--- config.mk ---
export PLATFORM = sky130hd
export DESIGN_NAME = color_mask_centroid_tracker_top
export DESIGN_NICKNAME = d
export VERILOG_FILES = /design/src/hw/rtl/cmct_pkg.sv /design/src/hw/rtl/cmct_front.sv /design/src/hw/rtl/cmct_queue.sv /design/src/hw/rtl/cmct_div.sv /design/src/hw/rtl/cmct_back.sv /design/src/hw/rtl/color_mask_centroid_tracker_top.sv
export VERILOG_INCLUDE_DIRS = /design/src /design/src/hw/rtl
export SDC_FILE = /design/constraint.sdc
export NUM_CORES = 2
export LEC_CHECK = 0
export BUFFER_PORTS_ARGS = -buffer_cell sky130_fd_sc_hd__clkbuf_2
export CAP_MARGIN = 20
export CORE_UTILIZATION = 45
export DETAILED_ROUTE_END_ITERATION = 10
export GPL_TIMING_DRIVEN = 0
export SYNTH_ARGS = -nofsm -noshare
export SYNTH_HDL_FRONTEND = slang
export SYNTH_SLANG_ARGS = --single-unit
--- constraint.sdc ---
create_clock -name clk -period 10.45 [get_ports clk]
set_input_delay 1.5675 -clock clk [delete_from_list [all_inputs] [get_ports clk]]
set_output_delay 1.5675 -clock clk [all_outputs]
set_load 0.03 [all_outputs]
--- src/hw/rtl/color_mask_centroid_tracker_top_defines.svh ---
// Assertion macros shared by the color mask centroid tracker RTL.
`ifndef COLOR_MASK_CENTROID_TRACKER_TOP_DEFINES_SVH
`define COLOR_MASK_CENTROID_TRACKER_TOP_DEFINES_SVH

// Condition holds in the same cycle as the trigger.
`define CMCT_ASSERT_SAME(name, trig, cond) \
    name: assert property (@(posedge clk) disable iff (!rst_n) (trig) |-> (cond)) \
        else $error("cmct check failed");

// Condition holds in the cycle after the trigger.
`define CMCT_ASSERT_NEXT(name, trig, cond) \
    name: assert property (@(posedge clk) disable iff (!rst_n) (trig) |=> (cond)) \
        else $error("cmct check failed");

`endif

--- src/hw/rtl/cmct_pkg.sv ---
// Shared constants and types of the color mask centroid tracker.
package cmct_pkg;

    // Frame geometry limits.
    localparam int MAX_WIDTH  = 2048;
    localparam int MAX_HEIGHT = 2048;

    // Field and accumulator widths.
    localparam int CHAN_W    = 8;
    localparam int IMG_W_W   = 12;
    localparam int COORD_W   = 11;
    localparam int TOTAL_W   = 23;
    localparam int SUM_W     = 33;
    localparam int STEP_W    = 4;
    localparam int CFG_IDX_W = 3;
    localparam int M_DATA_W  = 72;

    // A mask stops counting once its total reaches this value.
    localparam logic [TOTAL_W-1:0] TOTAL_CAP = TOTAL_W'(MAX_WIDTH * MAX_HEIGHT);

    // Register reset values.
    localparam logic [IMG_W_W-1:0] IMG_WIDTH_RESET = 12'd640;
    localparam logic [CHAN_W-1:0]  BLUE_THR_RESET  = 8'd200;
    localparam logic [CHAN_W-1:0]  GREEN_THR_RESET = 8'd180;

    // Register indexes.
    typedef enum logic [CFG_IDX_W-1:0] {
        CFG_IMAGE_WIDTH   = 3'd0,
        CFG_BLUE_BLUE_MIN = 3'd1,
        CFG_BLUE_GREEN_LIM = 3'd2,
        CFG_BLUE_RED_LIM  = 3'd3,
        CFG_GREEN_BLUE_LIM = 3'd4,
        CFG_GREEN_GREEN_MIN = 3'd5,
        CFG_GREEN_RED_LIM = 3'd6
    } cmct_cfg_index_t;

    // Accumulated statistics of one frame.
    typedef struct packed {
        logic [TOTAL_W-1:0] blue_total;
        logic [SUM_W-1:0]   blue_col_sum;
        logic [SUM_W-1:0]   blue_row_sum;
        logic [TOTAL_W-1:0] green_total;
        logic [SUM_W-1:0]   green_col_sum;
        logic [SUM_W-1:0]   green_row_sum;
    } cmct_frame_t;

    // Queue status seen by both sides.
    typedef struct packed {
        logic full;
        logic empty;
    } cmct_queue_status_t;

    // Control shared by the four dividers.
    typedef struct packed {
        logic              load;
        logic              step;
        logic [STEP_W-1:0] shift;
    } cmct_div_ctrl_t;

    // Back end sequencer states.
    typedef enum logic [1:0] {
        BACK_IDLE,
        BACK_DIVIDE,
        BACK_HOLD
    } cmct_back_state_t;

endpackage

--- src/hw/rtl/cmct_front.sv ---
// Front end: pixel intake, mask classification and per-frame accumulation.
module cmct_front (
    input  logic                              clk,
    input  logic                              rst_n,
    input  logic                              cfg_we,
    input  logic [cmct_pkg::CFG_IDX_W-1:0]    cfg_index,
    input  logic [cmct_pkg::IMG_W_W-1:0]      cfg_data,
    input  logic                              s_tvalid,
    output logic                              s_tready,
    input  logic [23:0]                       s_tdata,
    input  logic                              s_tlast,
    input  cmct_pkg::cmct_queue_status_t      q_status,
    output logic                              push,
    output cmct_pkg::cmct_frame_t             push_data
);
    import cmct_pkg::*;

    logic [IMG_W_W-1:0] img_width_reg;
    logic [CHAN_W-1:0]  b_blue_min_reg;
    logic [CHAN_W-1:0]  b_green_lim_reg;
    logic [CHAN_W-1:0]  b_red_lim_reg;
    logic [CHAN_W-1:0]  g_blue_lim_reg;
    logic [CHAN_W-1:0]  g_green_min_reg;
    logic [CHAN_W-1:0]  g_red_lim_reg;

    logic [COORD_W-1:0] col_reg;
    logic [COORD_W-1:0] row_reg;
    cmct_frame_t        acc_reg;
    cmct_frame_t        acc_next;

    logic [CHAN_W-1:0]  blue;
    logic [CHAN_W-1:0]  green;
    logic [CHAN_W-1:0]  red;
    logic               accept;
    logic               blue_hit;
    logic               green_hit;
    logic [IMG_W_W-1:0] eff_width;
    logic               col_wrap;

    // Configuration registers.
    always_ff @(posedge clk or negedge rst_n)
    begin
        if (!rst_n)
        begin
            img_width_reg   <= IMG_WIDTH_RESET;
            b_blue_min_reg  <= BLUE_THR_RESET;
            b_green_lim_reg <= BLUE_THR_RESET;
            b_red_lim_reg   <= BLUE_THR_RESET;
            g_blue_lim_reg  <= GREEN_THR_RESET;
            g_green_min_reg <= GREEN_THR_RESET;
            g_red_lim_reg   <= GREEN_THR_RESET;
        end
        else if (cfg_we)
        begin
            case (cfg_index)
                CFG_IMAGE_WIDTH:     img_width_reg   <= cfg_data;
                CFG_BLUE_BLUE_MIN:   b_blue_min_reg  <= cfg_data[CHAN_W-1:0];
                CFG_BLUE_GREEN_LIM:  b_green_lim_reg <= cfg_data[CHAN_W-1:0];
                CFG_BLUE_RED_LIM:    b_red_lim_reg   <= cfg_data[CHAN_W-1:0];
                CFG_GREEN_BLUE_LIM:  g_blue_lim_reg  <= cfg_data[CHAN_W-1:0];
                CFG_GREEN_GREEN_MIN: g_green_min_reg <= cfg_data[CHAN_W-1:0];
                CFG_GREEN_RED_LIM:   g_red_lim_reg   <= cfg_data[CHAN_W-1:0];
                default:             ;
            endcase
        end
    end

    // A pixel is taken whenever the queue has room for a frame record.
    assign s_tready = !q_status.full;
    assign accept   = s_tvalid && s_tready;

    assign blue  = s_tdata[7:0];
    assign green = s_tdata[15:8];
    assign red   = s_tdata[23:16];

    // Mask tests; a mask that has reached its cap takes no more pixels.
    assign blue_hit  = (blue >= b_blue_min_reg) && (green < b_green_lim_reg) &&
                       (red < b_red_lim_reg) && (acc_reg.blue_total < TOTAL_CAP);
    assign green_hit = (blue < g_blue_lim_reg) && (green >= g_green_min_reg) &&
                       (red < g_red_lim_reg) && (acc_reg.green_total < TOTAL_CAP);

    // Accumulators including the current pixel.
    always_comb
    begin
        acc_next = acc_reg;
        if (blue_hit)
        begin
            acc_next.blue_total   = acc_reg.blue_total + 1'b1;
            acc_next.blue_col_sum = acc_reg.blue_col_sum + SUM_W'(col_reg);
            acc_next.blue_row_sum = acc_reg.blue_row_sum + SUM_W'(row_reg);
        end
        if (green_hit)
        begin
            acc_next.green_total   = acc_reg.green_total + 1'b1;
            acc_next.green_col_sum = acc_reg.green_col_sum + SUM_W'(col_reg);
            acc_next.green_row_sum = acc_reg.green_row_sum + SUM_W'(row_reg);
        end
    end

    // Zero or oversized widths mean the full line.
    assign eff_width = ((img_width_reg == '0) || (img_width_reg > IMG_W_W'(MAX_WIDTH))) ?
                       IMG_W_W'(MAX_WIDTH) : img_width_reg;
    assign col_wrap  = (IMG_W_W'(col_reg) + IMG_W_W'(1)) >= eff_width;

    // The last pixel hands the finished frame to the queue.
    assign push      = accept && s_tlast;
    assign push_data = acc_next;

    // Position counters and accumulators.
    always_ff @(posedge clk or negedge rst_n)
    begin
        if (!rst_n)
        begin
            col_reg <= '0;
            row_reg <= '0;
            acc_reg <= '0;
        end
        else if (accept)
        begin
            if (s_tlast)
            begin
                col_reg <= '0;
                row_reg <= '0;
                acc_reg <= '0;
            end
            else
            begin
                acc_reg <= acc_next;
                if (col_wrap)
                begin
                    col_reg <= '0;
                    if (row_reg < COORD_W'(MAX_HEIGHT - 1))
                    begin
                        row_reg <= row_reg + 1'b1;
                    end
                end
                else
                begin
                    col_reg <= col_reg + 1'b1;
                end
            end
        end
    end

endmodule

--- src/hw/rtl/cmct_queue.sv ---
// Two-entry queue of finished frame records between front and back end.
module cmct_queue (
    input  logic                         clk,
    input  logic                         rst_n,
    input  logic                         push,
    input  cmct_pkg::cmct_frame_t        push_data,
    input  logic                         pop,
    output cmct_pkg::cmct_frame_t        pop_data,
    output cmct_pkg::cmct_queue_status_t status
);
    import cmct_pkg::*;

    cmct_frame_t entry_reg [2];
    logic        wr_ptr_reg;
    logic        rd_ptr_reg;
    logic [1:0]  count_reg;

    assign status.full  = (count_reg == 2'd2);
    assign status.empty = (count_reg == 2'd0);
    assign pop_data     = entry_reg[rd_ptr_reg];

    // Entry storage.
    always_ff @(posedge clk)
    begin
        if (push)
        begin
            entry_reg[wr_ptr_reg] <= push_data;
        end
    end

    // Pointers and fill level.
    always_ff @(posedge clk or negedge rst_n)
    begin
        if (!rst_n)
        begin
            wr_ptr_reg <= 1'b0;
            rd_ptr_reg <= 1'b0;
            count_reg  <= 2'd0;
        end
        else
        begin
            if (push)
            begin
                wr_ptr_reg <= !wr_ptr_reg;
            end
            if (pop)
            begin
                rd_ptr_reg <= !rd_ptr_reg;
            end
            if (push && !pop)
            begin
                count_reg <= count_reg + 1'b1;
            end
            else if (pop && !push)
            begin
                count_reg <= count_reg - 1'b1;
            end
        end
    end

endmodule

--- src/hw/rtl/cmct_div.sv ---
// Shift-subtract divider producing one quotient bit per step, high bit first.
module cmct_div (
    input  logic                          clk,
    input  cmct_pkg::cmct_div_ctrl_t      ctrl,
    input  logic [cmct_pkg::SUM_W-1:0]    dividend,
    input  logic [cmct_pkg::TOTAL_W-1:0]  divisor,
    output logic [cmct_pkg::COORD_W-1:0]  quotient
);
    import cmct_pkg::*;

    logic [SUM_W-1:0]   rem_reg;
    logic [TOTAL_W-1:0] div_reg;
    logic [COORD_W-1:0] quot_reg;
    logic [SUM_W:0]     trial;
    logic               fits;

    // The mean never exceeds the largest coordinate, so COORD_W steps suffice.
    assign trial    = (SUM_W + 1)'(div_reg) << ctrl.shift;
    assign fits     = {1'b0, rem_reg} >= trial;
    assign quotient = quot_reg;

    always_ff @(posedge clk)
    begin
        if (ctrl.load)
        begin
            rem_reg  <= dividend;
            div_reg  <= divisor;
            quot_reg <= '0;
        end
        else if (ctrl.step && fits)
        begin
            rem_reg            <= rem_reg - trial[SUM_W-1:0];
            quot_reg[ctrl.shift] <= 1'b1;
        end
    end

endmodule

--- src/hw/rtl/cmct_back.sv ---
// Back end: takes frame records, divides out the centroids, holds the result.
module cmct_back (
    input  logic                              clk,
    input  logic                              rst_n,
    input  cmct_pkg::cmct_queue_status_t      q_status,
    input  cmct_pkg::cmct_frame_t             pop_data,
    output logic                              pop,
    output logic                              m_tvalid,
    input  logic                              m_tready,
    output logic [cmct_pkg::M_DATA_W-1:0]     m_tdata,
    output logic                              m_tuser
);
    import cmct_pkg::*;

    cmct_back_state_t   state_reg;
    cmct_back_state_t   state_next;
    logic [STEP_W-1:0]  step_reg;
    logic [STEP_W-1:0]  step_next;
    logic               detect_reg;
    logic               out_valid_reg;
    logic [M_DATA_W-1:0] out_data_reg;
    logic               out_user_reg;

    cmct_div_ctrl_t     div_ctrl;
    logic               both_present;
    logic               out_free;
    logic               out_load;
    logic [COORD_W-1:0] blue_x;
    logic [COORD_W-1:0] blue_y;
    logic [COORD_W-1:0] green_x;
    logic [COORD_W-1:0] green_y;
    logic [COORD_W:0]   mid_x_sum;
    logic [COORD_W:0]   mid_y_sum;

    assign both_present = (pop_data.blue_total != '0) && (pop_data.green_total != '0);
    assign out_free     = !out_valid_reg || m_tready;

    // Four dividers share one step sequence.
    cmct_div u_div_bx (
        .clk      (clk),
        .ctrl     (div_ctrl),
        .dividend (pop_data.blue_col_sum),
        .divisor  (pop_data.blue_total),
        .quotient (blue_x)
    );

    cmct_div u_div_by (
        .clk      (clk),
        .ctrl     (div_ctrl),
        .dividend (pop_data.blue_row_sum),
        .divisor  (pop_data.blue_total),
        .quotient (blue_y)
    );

    cmct_div u_div_gx (
        .clk      (clk),
        .ctrl     (div_ctrl),
        .dividend (pop_data.green_col_sum),
        .divisor  (pop_data.green_total),
        .quotient (green_x)
    );

    cmct_div u_div_gy (
        .clk      (clk),
        .ctrl     (div_ctrl),
        .dividend (pop_data.green_row_sum),
        .divisor  (pop_data.green_total),
        .quotient (green_y)
    );

    // State register.
    always_ff @(posedge clk or negedge rst_n)
    begin
        if (!rst_n)
        begin
            state_reg  <= BACK_IDLE;
            step_reg   <= '0;
            detect_reg <= 1'b0;
        end
        else
        begin
            state_reg <= state_next;
            step_reg  <= step_next;
            if (pop)
            begin
                detect_reg <= both_present;
            end
        end
    end

    // Sequencer: load, run the quotient bits when both masks hold pixels, then wait for the output slot.
    always_comb
    begin
        state_next     = state_reg;
        step_next      = step_reg;
        pop            = 1'b0;
        out_load       = 1'b0;
        div_ctrl.load  = 1'b0;
        div_ctrl.step  = 1'b0;
        div_ctrl.shift = step_reg;
        unique case (state_reg)
            BACK_IDLE:
            begin
                if (!q_status.empty)
                begin
                    pop           = 1'b1;
                    div_ctrl.load = 1'b1;
                    step_next     = STEP_W'(COORD_W - 1);
                    state_next    = both_present ? BACK_DIVIDE : BACK_HOLD;
                end
            end
            BACK_DIVIDE:
            begin
                div_ctrl.step = 1'b1;
                if (step_reg == '0)
                begin
                    state_next = BACK_HOLD;
                end
                else
                begin
                    step_next = step_reg - 1'b1;
                end
            end
            BACK_HOLD:
            begin
                if (out_free)
                begin
                    out_load   = 1'b1;
                    state_next = BACK_IDLE;
                end
            end
            default:
            begin
                state_next = BACK_IDLE;
            end
        endcase
    end

    // Midpoints of the two centroids; empty frames leave all quotients at zero.
    assign mid_x_sum = (COORD_W + 1)'(blue_x) + (COORD_W + 1)'(green_x);
    assign mid_y_sum = (COORD_W + 1)'(blue_y) + (COORD_W + 1)'(green_y);

    // Output register control.
    always_ff @(posedge clk or negedge rst_n)
    begin
        if (!rst_n)
        begin
            out_valid_reg <= 1'b0;
        end
        else if (out_load)
        begin
            out_valid_reg <= 1'b1;
        end
        else if (m_tready)
        begin
            out_valid_reg <= 1'b0;
        end
    end

    // Output register payload.
    always_ff @(posedge clk)
    begin
        if (out_load)
        begin
            out_data_reg <= {6'd0, green_y, green_x, blue_y, blue_x,
                             mid_y_sum[COORD_W:1], mid_x_sum[COORD_W:1]};
            out_user_reg <= detect_reg;
        end
    end

    assign m_tvalid = out_valid_reg;
    assign m_tdata  = out_data_reg;
    assign m_tuser  = out_user_reg;

endmodule

--- src/hw/rtl/color_mask_centroid_tracker_top.sv ---
// Top level of the color mask centroid tracker.
//
// Pixels enter on the s_ stream in raster order, one request per pixel with
// blue, green and red bytes in s_tdata and s_tlast on the last pixel of a
// frame. The block takes one pixel per clock for as long as its frame queue
// has room; the queue holds two finished frames.
// Each frame yields one result request on the m_ stream: m_tuser is the
// detected flag and m_tdata holds the midpoint and the two mask centroids.
// With both masks present a result passes the queue, eleven divider steps
// and the output load; with a mask empty the divider steps are skipped. The
// back end pops the next frame record only after loading the last result.
// When the receiver stalls, the result waits in the output register, the
// back end holds its next result, and once the queue fills s_tready drops.
// Configuration is written through cfg_we, cfg_index and cfg_data while
// the block is idle; the user must keep to that, the block does not enforce
// it. Reset clears the counters, the accumulators, the queue and the output
// valid, and restores the default thresholds and width.
`include "color_mask_centroid_tracker_top_defines.svh"

module color_mask_centroid_tracker_top (
    input  logic                               clk,
    input  logic                               rst_n,
    input  logic                               cfg_we,
    input  logic [cmct_pkg::CFG_IDX_W-1:0]     cfg_index,
    input  logic [cmct_pkg::IMG_W_W-1:0]       cfg_data,
    input  logic                               s_tvalid,
    output logic                               s_tready,
    // s_tdata from bit 0: pixel_blue[7:0], pixel_green[15:8], pixel_red[23:16]
    input  logic [23:0]                        s_tdata,
    // s_tlast: frame_end
    input  logic                               s_tlast,
    output logic                               m_tvalid,
    input  logic                               m_tready,
    // m_tdata from bit 0: center_x, center_y, blue_x, blue_y, green_x,
    // green_y (11 bits each), then zero padding up to 72 bits
    output logic [cmct_pkg::M_DATA_W-1:0]      m_tdata,
    // m_tuser: detected
    output logic                               m_tuser
);
    import cmct_pkg::*;

    cmct_queue_status_t q_status;
    cmct_frame_t        push_data;
    cmct_frame_t        pop_data;
    logic               push;
    logic               pop;
    logic [COORD_W:0]   chk_mid_x;

    cmct_front u_front (
        .clk       (clk),
        .rst_n     (rst_n),
        .cfg_we    (cfg_we),
        .cfg_index (cfg_index),
        .cfg_data  (cfg_data),
        .s_tvalid  (s_tvalid),
        .s_tready  (s_tready),
        .s_tdata   (s_tdata),
        .s_tlast   (s_tlast),
        .q_status  (q_status),
        .push      (push),
        .push_data (push_data)
    );

    cmct_queue u_queue (
        .clk       (clk),
        .rst_n     (rst_n),
        .push      (push),
        .push_data (push_data),
        .pop       (pop),
        .pop_data  (pop_data),
        .status    (q_status)
    );

    cmct_back u_back (
        .clk      (clk),
        .rst_n    (rst_n),
        .q_status (q_status),
        .pop_data (pop_data),
        .pop      (pop),
        .m_tvalid (m_tvalid),
        .m_tready (m_tready),
        .m_tdata  (m_tdata),
        .m_tuser  (m_tuser)
    );

    // Midpoint of the delivered column centroids, for checking.
    assign chk_mid_x = (COORD_W + 1)'(m_tdata[32:22]) + (COORD_W + 1)'(m_tdata[54:44]);

    // A taken frame end always leaves a record waiting in the queue.
    `CMCT_ASSERT_NEXT(a_frame_queued, s_tvalid && s_tready && s_tlast, !q_status.empty)

    // A result without detection carries only zero coordinates.
    `CMCT_ASSERT_SAME(a_empty_zero, m_tvalid && !m_tuser, m_tdata == '0)

    // The reported column midpoint agrees with the two column centroids.
    `CMCT_ASSERT_SAME(a_mid_x, m_tvalid && m_tuser, m_tdata[10:0] == chk_mid_x[COORD_W:1])

endmodule

# Word level (Yosys, flattened, before mapping)
# Memory sizes are Yosys's and may differ from the RTL's.
# Index checks and enable logic that the tools add are counted.
# op_classes
addsub,18
order_cmp,17
n_eq_ne,13
shifts,2
mux,38
n_bitwise,4
reduce_logical,50
# ops
cell,n
$mux 33,8
$mux 178,1
$mux 89,2
$ge 33x34->1,4
$add 33x11->33,4
$sub 33x33->33,4
$shl 23x4->34,2
$mux 11,5
$add 23x1->23 const B,2
$lt 23x23->1 const B,2
$reduce_bool 23->1,2
$or 11x11->11,4
$lt 8x8->1,4
$add 11x11->12,2
$add 11x1->11 const B,2
$reduce_bool 2->1,9
$ge 8x8->1,2
$logic_and 1x1->1,16
$reduce_and 2->1,7
$add 11x1->12 const B,1
$ge 12x12->1,1
$gt 12x12->1 const B,1
$logic_not 12->1,1
$mux 12,1
other kinds (25),55
# totals
ff_bits,561
mem_bits_rw,356
output_inout_bits,75
wordCells,177
memories,1
# memory_table
name,words,word_bits,rd,rd_ports_with_merged_regs,write_ports,line_no,source
u_queue.entry_reg,2,178,1,0,1,cmct_queue.sv:13,cmct_frame_t entry_reg [2];

# Longest topological paths before layout
# depth
depth_word,8
depth_mapped,20
depth_no_buf,17

# Cells and area by module
# A second synthesis with hierarchy kept.
# unflattened
cells_unflattened,5316
hier_area_um2,57103.5
# modules_own_cells
module,instances,cells_each,area_per_inst_um2,seq_area_each_um2
cmct_front,1,2128,18494.0,6535.0
cmct_queue,1,570,13444.1,10790.3
cmct_div at u_back.u_div_bx ...,2,570,5260.0,1901.8
cmct_div at u_back.u_div_by,1,635,5708.0,1901.8
cmct_div at u_back.u_div_gx,1,573,5345.1,1901.8
cmct_back,1,270,3592.2,2212.1

# Worst setup path after synthesis
# No wires, ideal clock.
# synth_timing
kind,input to register
startpoint,input s_tlast
endpoint,"memory u_queue.entry_reg[0][0] (netlist bit), enable pin"
setup_time_ps,720
arrival_time_ps,9541
path_slack_ps,190
path_stages,4
path_buffers,2
path_cell_list,clkbuf_1 -> nand2_1 -> clkbuf_1 -> nor2_1
# synth_between
elab_chain_cells,3
# synth_rtl
item,line_no,source
from (decl),color_mask_centroid_tracker_top.sv:31,"input logic s_tlast,"
$logic_and 1x1->1,cmct_front.sv:106,assign push = accept && s_tlast;
$mux 1,cmct_queue.sv:25,if (push)
$mux 1 (implied by the code),cmct_queue.sv:27,entry_reg[wr_ptr_reg] <= push_data;
to (decl),cmct_queue.sv:13,
# Every way passes these cells.

# Worst setup path in the final report
# layout_timing
startpoint,register u_back.step_reg[0]
endpoint,"register u_back.u_div_bx.rem_reg[30], enable pin"
# layout_between
elab_chain_cells,4
# layout_rtl
item,line_no,source
from (decl),cmct_back.sv:17,logic [STEP_W-1:0] step_reg;
from (signal assigned),cmct_back.sv:83,step_reg <= step_next;
$shl 23x4->34,cmct_div.sv:18,assign trial = (SUM_W + 1)'(div_reg) << ctrl.shift;
$ge 33x34->1,cmct_div.sv:19,"assign fits = {1'b0, rem_reg} >= trial;"
$logic_and 1x1->1,cmct_div.sv:30,else if (ctrl.step && fits)
$reduce_bool 2->1 (no line),n/a,
to (signal assigned),cmct_div.sv:26,rem_reg <= dividend;
to (signal assigned),cmct_div.sv:32,rem_reg <= rem_reg - trial[SUM_W-1:0];
to (decl),cmct_div.sv:11,logic [SUM_W-1:0] rem_reg;
# Every way passes these cells.
# A chain may end at the register's enable or synchronous reset.

==> results.py <==
metrics = {
    "status": {
        "outcome": "finished clean",
    },
    "sta": {
        "setup-violations-final": 0,
        "whs_ns": 0.470,
        "fin_skew_ns": 0.0331,
        "rsz0062_at_grt": "no",
        "min_period_over_period": 0.692,
        "tightest_slew_ns": 1.24,
        "maxSlewViolCount": 0,
        "fmax_mhz": 138,
        "fin_crit_ns": 7.23,
        "final_hold_viol_count": 0,
        "slew_headroom": 0.173,
    },
    "place": {
        "place_congestion": 0.950,
        "placed_cell_area_um2": 55000,
        "portBuffers": 110,
        "dpl.hpwl_um": 131000,
        "placed_cells": 6477,
    },
    "logic_synthesis": {
        "synthTopCellsByArea": "edfxtp_1 (35%), dfrtp_1 (12%), ha_1 (6.3%), mux2_2 (3.5%), nand2_1 (3.1%)",
        "ys_ff_latch": 917,
        "ys_types": 88,
        "synth_most_common_cell": "edfxtp_1",
        "synth_ff_type": "edfxtp_1",
        "yosysWarnings": 0,
        "avgSynthCellArea_um2": 10.8,
        "synth_top_cell_by_area": "edfxtp_1",
        "ys_seq_area_frac": 0.496,
        "syn_area_um2": 52000,
        "synth_cells": 4825,
        "synth_edf_count": 601,
        "synth_top_area_frac": 0.347,
        "ys_async_sr_fraction": 0.297,
        "ys_top_cells_by_count": "edfxtp_1 (601), nand2_1 (431), o21ai_0 (299), a21oi_1 (281), nor2_1 (268)",
    },
    "critical_path": {
        "cp.arrival_ns": 7.62,
        "r2r_slack_ns": 3.22,
        "endpoint_kind": "flop",
        "path_class": "flop to flop",
        "crit_path_max_fanout": 23,
        "worst-r2r-cell-count": 19,
        "required_ns": 10.85,
        "start_kind": "flop",
    },
    "global_route": {
        "antenna_found_initial": 3,
        "grt_pass1_vias": 37800,
        "overflow": 0,
        "grt_usage": 0.289,
        "grt_max_degree": 90,
        "grt_pass1_wl_um": 250000,
    },
    "pwr": {
        "netSwitchingFraction": 0.454,
        "leakage_uw": 0.0233,
        "worst_ir_drop_vdd_mv": 0.189,
        "switchingPower_uw": 9620,
        "powerDensity_nw_per_um2": 363,
        "internal_power_uw": 11600,
        "pwr-share-clk": 0.173,
        "power_frac_comb": 0.563,
        "pwr-share-seq": 0.264,
    },
    "floorplan": {
        "io_pins": 120,
        "die_area_um2": 117000,
        "die_h_um": 342,
        "die_w_um": 342,
        "num_rows": 124,
        "coreArea_um2": 114000,
        "initial_core_util": 0.454,
    },
    "finish": {
        "fin_cells": 6675,
        "final_design_area_no_fill_um2": 58400,
        "drive_gt1_frac": 0.114,
        "regArea_um2": 25800,
        "fillers": 10200,
        "syn_to_final_growth_pct": 12.4,
        "multi_input_area_um2": 24600,
        "final_nets": 5387,
        "largest_reg_flops": 356,
    },
    "clock_network": {
        "cts-root-buf": "clkbuf_16",
        "cts_tree": "done",
        "path_clk_slew_ns": 0.06,
        "clk_latency_ns": 0.70,
        "cts.sinks": 917,
        "cts_buffers": 101,
        "cts-resized-gates": 0,
        "cts_post_setup_buffers_inserted": 0,
        "clockBufferDepth": 3,
        "ctsHtreeMaxLevel": 3,
        "cts_hold_repair.buffers": 0,
    },
    "drt": {
        "drtPass1Iterations": 6,
        "wire_per_inst_um": 25.7,
        "drc_errors": 0,
        "routed_via_density": 6.04,
        "drt_iter0_markers": 4044,
        "drt_wl_total_um": 172000,
        "vias": 40300,
        "ant_nets": 0,
    },
    "run": {
        "maxCapViolations": 0,
    },
    "min_path": {
        "worstHoldPathType": "flop to flop",
        "holdPathStages": 0,
    },
}
## power groups by stage
stage	registers (uW)	clock network, uW	logic (uW)
6_report	5590	3670	11900
5_1_grt	5660	3850	12900
4_1_cts	5580	3720	11700
3_5_place_dp	5650	0	11600
3_3_place_gp	5810	0	11400
2_1_floorplan	5700	0	8010
## kinds of logic after synthesis
group                      synth area share
AOI/OAI and AO/OA                     0.166
and+or+nand+nor                       0.128
other                             0.0000722
adders and majority gates            0.0667
buffers and inverters                0.0314
muxes                                0.0650
DFF                                   0.496
xor gates and xnor gates             0.0467
## layout make-up
| class | count | share of cell area |
|---|---|---|
| inverters | 153 | 0.00984 |
| repair buffers | 138 | 0.0182 |
| flip-flops and latches | 917 | 0.441 |
| diodes | 4 | 0.000171 |
| well taps | 1512 | 0.0324 |
| clock buffers | 143 | 0.0483 |
| clock inverters | 48 | 0.00962 |
| multi-input cells | 3501 | 0.422 |
| plain buffers | 259 | 0.0181 |
## metrics by stage
stage / util / total power [uW] / setup TNS [ns] / worst slack, ns
after floorplan: - / 13700 / 0 / 0.190
after global placement: 0.476 / 17200 / -1038.04 / -5.24
after detailed placement: 0.481 / 17300 / 0 / 3.32
after CTS: 0.510 / 21000 / 0 / 3.29
after global routing: 0.510 / 22500 / 0 / 2.80
final: 0.511 / 21200 / 0 / 3.22
## critical path, stage by stage (launching register included)
cell	delay [ns]
dfrtp_1	0.39
clkbuf_1	0.51
clkbuf_1	0.60
buf_1	0.67
mux2i_1	0.33
nand2_1	0.08
o21ai_0	0.17
o21ai_0	0.16
o21ai_0	0.65
ha_1	0.32
and2_1	0.20
nand2_1	0.09
nor3_1	0.45
a22oi_1	0.12
a21oi_1	0.40
a221o_1	0.21
clkbuf_1	0.43
nand2_1	0.24
o21ai_4	0.58
buf_12	0.27
## placed cells by master, fill, tap and decap left out, types with 28 or more instances in the layout
cell / count
xnor2_1: 169
nand3_1: 133
buf_1: 29
nand4_1: 53
ha_1: 261
a22o_1: 53
a41oi_1: 43
and2_1: 33
mux2_2: 160
mux2i_1: 126
nand2_1: 431
clkbuf_16: 103
o31ai_1: 77
clkbuf_1: 222
edfxtp_1: 601
a32o_1: 31
inv_1: 152
dfxtp_1: 44
clkbuf_2: 109
o21ai_0: 296
o21a_1: 28
a31oi_1: 44
a21o_1: 119
nand2b_1: 57
dfrtp_1: 249
nor2_1: 267
nor3_1: 85
a21oi_1: 281
or4_1: 29
xor2_1: 108
a211oi_1: 63
nor4_1: 34
o211ai_1: 43
and3_1: 73
nor2b_1: 68
## path summary, 6_finish.rpt
check / end / start
setup / recovery: u_back.u_div_bx.rem_reg[30] / u_back.step_reg[0]
hold / removal: u_back.m_tuser / u_back.detect_reg
setup reg to reg: u_back.u_div_bx.rem_reg[30] / u_back.step_reg[0]
hold reg to reg: u_back.m_tuser / u_back.detect_reg
max in group asynchronous: u_front.g_red_lim_reg[5] / rst_n
min in group asynchronous: u_front.acc_reg[147] / rst_n
## layer usage
metal	wire length (um)	track usage
met5	33	0
met3	11300	0.0385
met4	8490	0.136
met1	75900	0.403
met2	76100	0.445
(Power assumes the default switching activity.)
